==> config.mk <==
export PLATFORM = sky130hd
export DESIGN_NAME = ggc_color_ram
export DESIGN_NICKNAME = d
export VERILOG_FILES = /design/src/sv/ggc_pkg.sv /design/src/sv/ggc_color_ram.sv
export SDC_FILE = /design/constraint.sdc
export NUM_CORES = 1
export LEC_CHECK = 0
export BUFFER_PORTS_ARGS = -buffer_cell sky130_fd_sc_hd__buf_4
export CAP_MARGIN = 20
export CORE_MARGIN = 1
export CORE_UTILIZATION = 40
export CTS_CLUSTER_SIZE = 28
export DETAILED_ROUTE_END_ITERATION = 7
export GPL_ROUTABILITY_DRIVEN = 0
export PLACE_DENSITY_LB_ADDON = 0.12
export SYNTH_ARGS = -nofsm -noshare
export SYNTH_HDL_FRONTEND = slang
export SYNTH_SLANG_ARGS = --single-unit
export TNS_END_PERCENT = 5
==> constraint.sdc <==
create_clock -name clk_i -period 3.6 [get_ports clk_i]
set_clock_uncertainty 0.2 [all_clocks]
set_input_delay 0.36 -clock clk_i [delete_from_list [all_inputs] [get_ports clk_i]]
set_output_delay 0.36 -clock clk_i [all_outputs]
set_load 0.005 [all_outputs]
==> src/sv/ggc_pkg.sv <==
// ----------------------------------------------------------------------------
// ggc_pkg
// shared types and constants for the greedy graph colorer
// ----------------------------------------------------------------------------
package ggc_pkg;

  localparam int unsigned NumVertices = 64;
  localparam int unsigned VW = 6;
  localparam int unsigned CW = 6;
  localparam int unsigned NumColors = 64;
  localparam int unsigned CntW = $clog2(NumVertices + 1);

  typedef enum logic [2:0] {
    CMD_ADD_EDGE = 3'd0,
    CMD_PRESET   = 3'd1,
    CMD_PENDING  = 3'd2,
    CMD_COLOR    = 3'd3,
    CMD_READ     = 3'd4
  } cmd_e;

  typedef enum logic [3:0] {
    ST_IDLE,
    ST_EDGE_RD,
    ST_EDGE_WA,
    ST_EDGE_WB,
    ST_RANK,
    ST_RANK_LAST,
    ST_ROW_RD,
    ST_COL_SCAN,
    ST_COL_LAST,
    ST_WRITE,
    ST_OUT
  } state_e;

endpackage

==> src/sv/ggc_color_ram.sv <==
// ----------------------------------------------------------------------------
// ggc_color_ram
// per-vertex color memory, one write and one registered read port
// ----------------------------------------------------------------------------
module ggc_color_ram
  import ggc_pkg::*;
(
  input  logic          clk_i,
  input  logic          we_i,
  input  logic [VW-1:0] waddr_i,
  input  logic [CW-1:0] wdata_i,
  input  logic [VW-1:0] raddr_i,
  output logic [CW-1:0] rdata_o
);

  logic [CW-1:0] mem [NumVertices];

  always_ff @(posedge clk_i) begin
    if (we_i) begin
      mem[waddr_i] <= wdata_i;
    end
    rdata_o <= mem[raddr_i];
  end

endmodule

== After elaboration in Yosys (flattened, before gate mapping) ==
Memories as Yosys holds them, arrays and structs flattened. A register that Yosys moved wholly into a read port is not among the register bits.
Cells that the tools add are included.

* Input bits: 20
* Logic and storage cells: 3
* Flip-flop bits (word level): 0
* RAM bits: 384
* Output and inout bits: 6
* Memories: 1

* Mux-type cells: 2

{| class="wikitable"
|+ Memory list
! memory !! depth !! width !! rd ports !! clocked after Yosys merged registers in !! write ports !! RTL line !! source
|-
| mem || 64 || 6 || 1 || 1 || 1 || ggc_color_ram.sv:16 || <nowiki>logic [CW-1:0] mem [NumVertices];</nowiki>
|}

{| class="wikitable"
|+ Operators by type and width
! operator !! number
|-
| 1-bit two-way mux || 2
|}

== Depth between registers and ports, before layout ==
* Word-level depth: 2
* Gate-level depth with buffers: 7
* Gate-level depth less buffers: 5

== Worst setup path after synthesis ==
Ideal clock, no wire load.

* Path type: input-to-reg
* Start: input raddr_i[0]
* End: register rdata_o[0] (read register of mem)
* Setup time: 0.117 ns
* Stages on the path: 7
* Path buffers: 3
* Required time: 3.283 ns
* Arrival: 1.788 ns
* Slack: 1.494 ns
* Path through: buf_6 buf_6 buf_4 mux4_2 o22ai_1 o21ai_1 a32o_1

{| class="wikitable"
|+ RTL lines
! what !! RTL line !! source
|-
| start: declaration || ggc_color_ram.sv:12 || <nowiki>input logic [VW-1:0] raddr_i,</nowiki>
|-
| end: declaration || ggc_color_ram.sv:13 || <nowiki>output logic [CW-1:0] rdata_o</nowiki>
|}

==> results.cfg <==
[critical_path]
reg2reg_to = rdata_o[5]
crit_type = in -> reg
worstSetupStartpoint = raddr_i[0]
worst_setup_path_end_kind = flop
ff2ff_path_depth = 4
path_max_fanout = 38
crit_path_end = rdata_o[5]
arrival_ns = 2.44
cp.required_ns = 3.82
r2r_start = mem[51][5]
rrSetupSlack_ns = 1.58
critPathLaunchType = primary input

[floorplan]
core_area_um2 = 37600
die-height_um = 197
io_pins = 26
row_count = 71
initial_utilization = 0.405
fp.dieW_um = 197
design.die.area_um2 = 38800

[clock_network]
cts.path.max_buffers = 3
cts_tree = built
cts_setup_buffers = 0
clk_latency_ns = 0.54
cts.sinks = 390
htree_levels = 2
clkSlewWorstSetupHoldPaths_ns = 0.06
cts_buffers = 41
cts-root-buf = clkbuf_16

[final_layout]
fin_cells = 1302
final_util = 0.458
final_layout_size_suffix_gt1_frac = 0.241
syn_to_final_growth_pct = 12.9
nNetsFinal = 782
multiInputGateArea_um2 = 3320
ff_latch_area_um2 = 11700
fillers = 3151

[drt]
drt-initial-drc-count = 574
dr.pass1.iters = 5
ant_nets = 0
vias_per_cell = 5.54
wl_per_cell_um = 27.1
met2WireLength_um = 16700
wl_met3_um = 2460
routed_wirelength_um = 35300
drt-met1-wl_um = 15300
drcViolationCount = 0
maxUsedRoutingLayer = met4
vias = 7207

[synth]
ys_seq_elements = 390
postSynthCellCount = 720
synth-main-ff-cell = edfxtp_1
synth_fp_nets = 740
synth_cell_types = 37
async_flop_share = 0
netlist_area_um2 = 15200
ys_seq_area_frac = 0.765
post_synth.cell_area_avg_um2 = 21.1
ys_warn_count = 0
synth_edf_count = 384

[sta]
worstMarginPinSlew_ns = 0.803
finalMaxSlewViolations = 0
fin_crit_ns = 2.21
rsz0062_at_grt = false
fmax_ghz = 0.452
min_period_over_period = 0.615
finalSetupViolCount = 0
worst_slack_ns = 1.39
hold_violations = 0
setup_tns_ns = 0
slew_headroom = 0.463

[power_and_ir_drop]
pwr-share-clk = 0.418
p_total_mw = 9.47
netSwitchingPower_mw = 1.96
vdd_drop_max_v = 0.000285
p_int_mw = 7.52
p_leak_nw = 5.28
swShare = 0.206
comb_power_share = 0.050
p_per_area_nw_per_um2 = 551
pwr-share-seq = 0.532

[place]
port_buffers = 25
dpl_worst_slack_ns = 0.832
dp_hpwl_um = 21700
placedCellCount = 1227

[hold_path]
worstHoldStart = waddr_i[1]
hold_class = in -> reg

[global_route]
grt_use_total = 0.188
grt_max_degree = 65
grt_pass1_vias = 7495
overflow = 0
grt_pass1_wl_um = 51700
antenna_found_initial = 1

[outcome]
outcome = completed

[run]
cap_viol_max_count = 0
## Yosys cell counts (all sizes together), types with 5 or more instances
cell type | instances | area [µm²]
mux4 | 93 | 2120
o22a | 6 | 52.6
nand2b | 5 | 31.3
o21ai | 6 | 30.0
o221ai | 9 | 78.8
edfxtp | 384 | 11500
a211oi | 6 | 45.0
a21oi | 6 | 30.0
mux2i | 15 | 150
mux2 | 9 | 101
buf | 23 | 191
nor2 | 67 | 251
nor3 | 5 | 25.0
nand3 | 11 | 55.1
nand2 | 8 | 30.0
clkbuf | 16 | 60.1
nor2b | 8 | 50.1
dfxtp | 6 | 120
o22ai | 12 | 75.1
## state kept, by name, indices dropped and copies added, names as in the netlist
signal   count
rdata_o      6
mem        384
## per-layer routing
metal  GRT usage  vias to the layer above
met5           0                        -
met4      0.0571                        0
met3      0.0408                       59
met2       0.299                      244
met1       0.261                     3793
li1            -                     3111
## power groups by stage
stage                     clock (mW)  combinational (mW)  sequential, mW
after CTS                       4.03               0.486            5.04
final                           3.95               0.475            5.04
after global placement             0               0.478            5.14
after floorplan                    0               0.271            5.13
after global routing            4.19               0.512            5.04
after detailed placement           0               0.484            5.14
## area by class of cell
type	instances	area share
clock inverters	21	0.00866
multi-input cells	291	0.193
flip-flops and latches	390	0.678
clock buffers	50	0.0641
repair buffers	38	0.0190
well taps	511	0.0372
diodes	1	0.000146
## stage by stage
| stage | hold slack, ns | cell area (µm²) |
|---|---|---|
| 6_report | 0.0702 | 17200 |
| 5_1_grt | 0.0869 | 17200 |
| 4_1_cts | 0.115 | 17200 |
| 3_5_place_dp | 0.547 | 15900 |
| 3_3_place_gp | 0.547 | 15900 |
| 2_1_floorplan | 0.259 | 15200 |
## placed cells by master (no fill, tap or decap), types with 4 or more instances in the layout
cell       instances
nor3_1             5
mux4_1             6
a21oi_1            6
nand2_1            8
nand3_1           11
a211oi_1           6
mux4_2            87
mux2i_1           15
clkbuf_1           7
dfxtp_1            6
o21ai_1            6
edfxtp_1         384
buf_4             31
nand2b_1           5
o22ai_1           12
clkbuf_16         43
mux2_2             9
o221ai_1           9
o22a_1             6
nand3b_1           4
clkinv_1          12
clkinv_2           4
nor2b_1            8
nor2_1            67
## kinds of logic (layout without fill, tap and decap cells)
| family | after synthesis | after routing | share of synthesized area |
|---|---|---|---|
| flops | 390 | 390 | 0.765 |
| simple gates | 120 | 120 | 0.0367 |
| mux | 117 | 117 | 0.156 |
| compound gates | 54 | 54 | 0.0260 |
| buf+inv | 39 | 109 | 0.0165 |
| other cells | 0 | 1 | 0 |
## critical path: stages
cell and delay (ns):
buf_6 0.29, buf_12 0.33, mux4_2 0.59, o22ai_1 0.28
o21ai_1 0.22, a32o_1 0.31
## worst min-delay path by stage
stage	end	cells after the start
detailed placement	rdata_o[3]	2
finish	mem[49][2]	2
global route	mem[49][2]	2
global placement	rdata_o[3]	2
CTS	rdata_o[3]	3
floorplan	mem[0][0]	0
## what timing repair did
action	4_1_cts	5_1_grt
resized for setup	0	0
hold buffers	1	0
hold endpoints to repair	4	0
(Power assumes the default switching activity.)
