**src/sv/ggc_pkg.sv**
```systemverilog
// ----------------------------------------------------------------------------
// ggc_pkg
// shared types and constants for the greedy graph colorer
// ----------------------------------------------------------------------------
package ggc_pkg;

  localparam int unsigned NumVertices = 64;
  localparam int unsigned VW = 6;
  localparam int unsigned CW = 6;
  localparam int unsigned NumColors = 64;
  localparam int unsigned CntW = $clog2(NumVertices + 1);

  typedef enum logic [2:0] {
    CMD_ADD_EDGE = 3'd0,
    CMD_PRESET   = 3'd1,
    CMD_PENDING  = 3'd2,
    CMD_COLOR    = 3'd3,
    CMD_READ     = 3'd4
  } cmd_e;

  typedef enum logic [3:0] {
    ST_IDLE,
    ST_EDGE_RD,
    ST_EDGE_WA,
    ST_EDGE_WB,
    ST_RANK,
    ST_RANK_LAST,
    ST_ROW_RD,
    ST_COL_SCAN,
    ST_COL_LAST,
    ST_WRITE,
    ST_OUT
  } state_e;

endpackage

```
**src/sv/ggc_adj_ram.sv**
```systemverilog
// ----------------------------------------------------------------------------
// ggc_adj_ram
// adjacency row memory, one write and one registered read port
// ----------------------------------------------------------------------------
module ggc_adj_ram
  import ggc_pkg::*;
(
  input  logic                   clk_i,
  input  logic                   we_i,
  input  logic [VW-1:0]          waddr_i,
  input  logic [NumVertices-1:0] wdata_i,
  input  logic [VW-1:0]          raddr_i,
  output logic [NumVertices-1:0] rdata_o
);

  logic [NumVertices-1:0] mem [NumVertices];

  always_ff @(posedge clk_i) begin
    if (we_i) begin
      mem[waddr_i] <= wdata_i;
    end
    rdata_o <= mem[raddr_i];
  end

endmodule

```
**config.mk**
```make
export PLATFORM = sky130hd
export DESIGN_NAME = ggc_adj_ram
export DESIGN_NICKNAME = d
export VERILOG_FILES = /design/src/sv/ggc_pkg.sv /design/src/sv/ggc_adj_ram.sv
export SDC_FILE = /design/constraint.sdc
export NUM_CORES = 2
export LEC_CHECK = 0
export BUFFER_PORTS_ARGS = -buffer_cell sky130_fd_sc_hd__buf_2
export CAP_MARGIN = 10
export CORE_ASPECT_RATIO = 0.8
export CORE_MARGIN = 1.5
export CORE_UTILIZATION = 50
export DETAILED_ROUTE_END_ITERATION = 10
export GPL_ROUTABILITY_DRIVEN = 0
export HOLD_SLACK_MARGIN = 0.03
export MAX_ROUTING_LAYER = met4
export PLACE_DENSITY = 0.69
export SYNTH_ARGS = -nofsm -noshare
export SYNTH_HDL_FRONTEND = slang
export SYNTH_SLANG_ARGS = --single-unit
```
**constraint.sdc**
```tcl
create_clock -name clk_i -period 10.8 [get_ports clk_i]
set_clock_uncertainty 0.05 [all_clocks]
set_input_delay 1.62 -clock clk_i [delete_from_list [all_inputs] [get_ports clk_i]]
set_output_delay 1.62 -clock clk_i [all_outputs]
set_load 0.02 [all_outputs]
```
Yosys cells after proc, flatten, opt, wreduce, memory -nomap -nowiden

Memories as Yosys holds them, arrays and structs flattened. A register that Yosys moved wholly into a read port is not among the register bits.
Index checks and enable logic that the tools add are counted.

Muxes and demuxes: 2

Operator list:

| cell    | count |
|---|---|
| $mux W1 | 2 |

Register bits after elaboration: 0
RAM bits: 4096
Input port bits: 78
Memories: 1

Memories:

| memory | words | bits a word | read ports | clocked after Yosys merged registers in | write ports | RTL line          | source |
|---|---|---|---|---|---|---|---|
| mem    | 64    | 64          | 1          | 1                                       | 1           | ggc_adj_ram.sv:16 | `logic [NumVertices-1:0] mem [NumVertices];` |

Longest topological paths before layout

Depth in word-level cells: 2
Gate-level depth with buffers: 9
Gate-level depth less buffers: 5

Worst setup path before layout

Ideal clock, no wire load.

Path kind: input port to flip-flop
Start point: in waddr_i[3]
End point: mem mem[48][0] (enable)
Library setup time: 0.564 ns
Arrival: 6.492 ns
Required time: 10.186 ns
Slack: 3.694 ns
Cell stages on the path: 4
Path through: clkbuf_1 > nor2b_1 > nand4b_1 > nor3_1

RTL lines:

| item        | RTL line          | source |
|---|---|---|
| from (decl) | ggc_adj_ram.sv:10 | `input logic [VW-1:0] waddr_i,` |
| to (decl)   | ggc_adj_ram.sv:16 |  |

Straight into the memory's write port.

==> impl_metrics.py <==
metrics = {
    "outcome": {
        "outcome": "finished, violations left",
        "failed_checks": "design-rule violations",
    },
    "route": {
        "routed_wl_um": 424000,
        "avgRoutedWirePerCell_um": 37.1,
        "ant_nets": 0,
        "via_count": 76480,
        "drtIter0Drc": 12221,
        "firstDrtPassIters": 8,
        "drc": 4,
        "viasPerCell": 6.69,
    },
    "cts": {
        "postCtsHoldBufs": 0,
        "clk_latency_ns": 0.91,
        "numCtsBuffers": 380,
        "cts_resized": 0,
        "path_clk_slew_ns": 0.06,
        "cts-root-buf": "clkbuf_16",
        "cts_tree": "built",
        "clockBufferDepth": 4,
        "postCtsSetupBuffers": 0,
        "clock_sinks": 4160,
        "cts-htree-levels": 5,
    },
    "synthesis": {
        "synthCells": 6598,
        "synthArstFlopShare_pct": 0,
        "yosysTopAreaCellShare_pct": 78.7,
        "synth_top_area_cell": "edfxtp_1",
        "synthFlopType": "edfxtp_1",
        "yosys_warnings": 0,
        "ys_top_cells_by_area": "edfxtp_1 79%, mux4_2 15%, mux2i_1 0.86%, dfxtp_1 0.82%, a22oi_1 0.81%",
        "yosysUniqueCellTypes": 33,
        "postSynthAreaPerCell_um2": 23.7,
        "synth_nets": 6676,
        "netlist_area_um2": 156000,
        "synth_seq_area_share_pct": 79.5,
        "synth-seq-cells": 4160,
        "synth_edf_count": 4096,
    },
    "hold_path": {
        "hold_path.class": "flip-flop to flip-flop",
    },
    "floorplan": {
        "io_pins": 142,
        "die_area_um2": 316000,
        "initial_core_util_pct": 50.3,
        "die_h_um": 503,
        "num_rows": 183,
        "core-area_um2": 311000,
        "chipWidth_um": 628,
    },
    "timing": {
        "rsz0062_at_grt": "no",
        "period_needed_ns": 4.78,
        "max_freq_mhz": 209,
        "tns_ns": 0,
        "relSlewSlack_pct": 19.0,
        "worst_pin_slew_ns": 1.21,
        "drv_slew": 0,
        "hold_viol": 0,
        "setup_viol": 0,
        "fin_crit_sh_pct": 44.3,
    },
    "power": {
        "power.total_mw": 33.1,
        "peakVddDrop_v": 0.000158,
        "p_leak_nw": 54.3,
        "powerDensity_nw_per_um2": 189,
    },
    "layout": {
        "final_nets": 7023,
        "area.growth.synth_to_final_pct": 12.1,
        "drive_above_1_share_pct": 27.7,
    },
    "setup_path": {
        "start_kind": "primary input",
        "critPathKind": "primary input to flip-flop",
        "worstSetupEndpointType": "flip-flop",
        "required_ns": 11.47,
        "path_max_fanout": 113,
        "crit_arrival_ns": 5.46,
        "r2r_slack_ns": 8.57,
    },
    "run": {
        "maxCapViolCount": 0,
    },
    "global_route": {
        "grt_max_degree": 134,
        "antenna_found_initial": 35,
        "grt_overflow": 0,
        "grt_pass1_wl_um": 589000,
        "track_usage_pct": 27.6,
        "grt_pass1_vias": 75133,
    },
    "placement": {
        "dp_hpwl_um": 220000,
        "placement.io_buffers": 141,
    },
}
worst max-delay path, cell delays in order:
cell and delay (ns):
buf_8 0.68, buf_12 0.59, buf_4 0.72, mux4_2 0.35, mux2i_1 0.08, o22ai_1 0.22, a41oi_1 0.16, a211oi_1 0.79
final cells by class:
cell class                      instances  area [um^2]
Antenna cell                           20         50.0
Clock buffer                          493        10300
Clock inverter                        201         2140
Fill cell                           22225       136000
Inverter                               19         71.3
Multi-Input combinational cell       2049        30800
Sequential cell                      4160       124000
Tap cell                             4162         5210
Timing Repair Buffer                  335         2420
state kept, by name (all words and copies together) (netlist names):
name	cells
rdata_o	64
mem	4096
synth_stat cells, types with 26 or more instances:
master	count
and3_1	64
buf_4	34
dfxtp_1	64
o22ai_1	83
a211oi_1	63
nand3_1	45
mux4_2	1024
nor2_1	112
a22o_1	88
edfxtp_1	4096
clkbuf_1	140
or2_2	28
nand2_1	58
a22oi_1	168
a41oi_1	26
mux2i_1	135
buf_2	170
nor2b_1	28
o221ai_1	38
or3_1	29
through the flow:
step | util [%] | setup slack, ns | instance area (um^2) | instances | hold slack (ns)
final | 56.4 | 6.02 | 175000 | 11439 | 0.772
after CTS | 56.3 | 6.13 | 175000 | 11418 | 0.776
after detailed placement | 52.3 | 5.17 | 163000 | 10724 | 0.765
after global placement | 52.3 | 5.18 | 163000 | 10724 | 0.768
after floorplan | - | 3.69 | 156000 | 6598 | 0.738
after global routing | 56.4 | 5.86 | 175000 | 11433 | 0.826
power by group:
group | leakage (nW) | total, mW | switching [mW] | internal, mW
clock network | 6.09 | 13.6 | 5.82 | 7.76
registers | 37.4 | 18.0 | 0.0985 | 17.9
logic | 10.9 | 1.52 | 0.976 | 0.548
total | 54.3 | 33.1 | 6.90 | 26.2
metal layers:
metal / part of all wire, % / track usage, % / vias up / routed length [um]
met2: 46 / 41.2 / 5284 / 195000
met1: 39 / 39.3 / 41196 / 164000
li1: - / - / 29180 / -
met3: 12 / 5.47 / 820 / 51500
met5: 0 / - / - / 0
met4: 3.1 / 7.52 / 0 / 13200
path summary, 6_finish.rpt:
check | startpoint | to | cells after the start
setup / recovery | raddr_i[1] | rdata_o[3]$_DFF_P_ | 8
hold / removal | mem[55][16]$_DFFE_PP_ | rdata_o[16]$_DFF_P_ | 4
setup reg to reg | mem[38][20]$_DFFE_PP_ | rdata_o[20]$_DFF_P_ | 4
hold reg to reg | mem[55][16]$_DFFE_PP_ | rdata_o[16]$_DFF_P_ | 4
layout by cell type, fill, tap and decap left out, types with 18 or more instances in the layout:
| cell | count |
|---|---|
| clkbuf_1 | 86 |
| inv_1 | 19 |
| a211oi_1 | 63 |
| clkinv_1 | 66 |
| edfxtp_1 | 4096 |
| clkbuf_8 | 18 |
| nor2_4 | 65 |
| dfxtp_1 | 64 |
| diode_2 | 20 |
| mux4_2 | 1024 |
| mux2i_1 | 135 |
| a41oi_1 | 26 |
| buf_4 | 177 |
| and3_1 | 64 |
| o22ai_1 | 83 |
| a31oi_1 | 18 |
| or3_1 | 29 |
| clkinv_2 | 68 |
| clkbuf_16 | 389 |
| nor2_1 | 47 |
| a22o_1 | 88 |
| nand2_1 | 55 |
| nor2b_1 | 24 |
| nand3_1 | 45 |
| bufinv_16 | 43 |
| buf_2 | 138 |
| a2bb2oi_1 | 19 |
| a22oi_1 | 168 |
| or2_2 | 28 |
| o221ai_1 | 38 |
cells by family (layout without fill, tap and decap cells):
| logic type | count (synthesis) | count (layout) | synth area share, % |
|---|---|---|---|
| AO/OA/AOI/OAI | 504 | 504 | 2.48 |
| buffers and inverters | 389 | 1048 | 1.18 |
| flip-flops | 4160 | 4160 | 79.5 |
| multiplexers | 1159 | 1159 | 15.6 |
| other | 0 | 20 | 0 |
| AND/OR/NAND/NOR | 386 | 386 | 1.24 |
(Power assumes the default switching activity.)
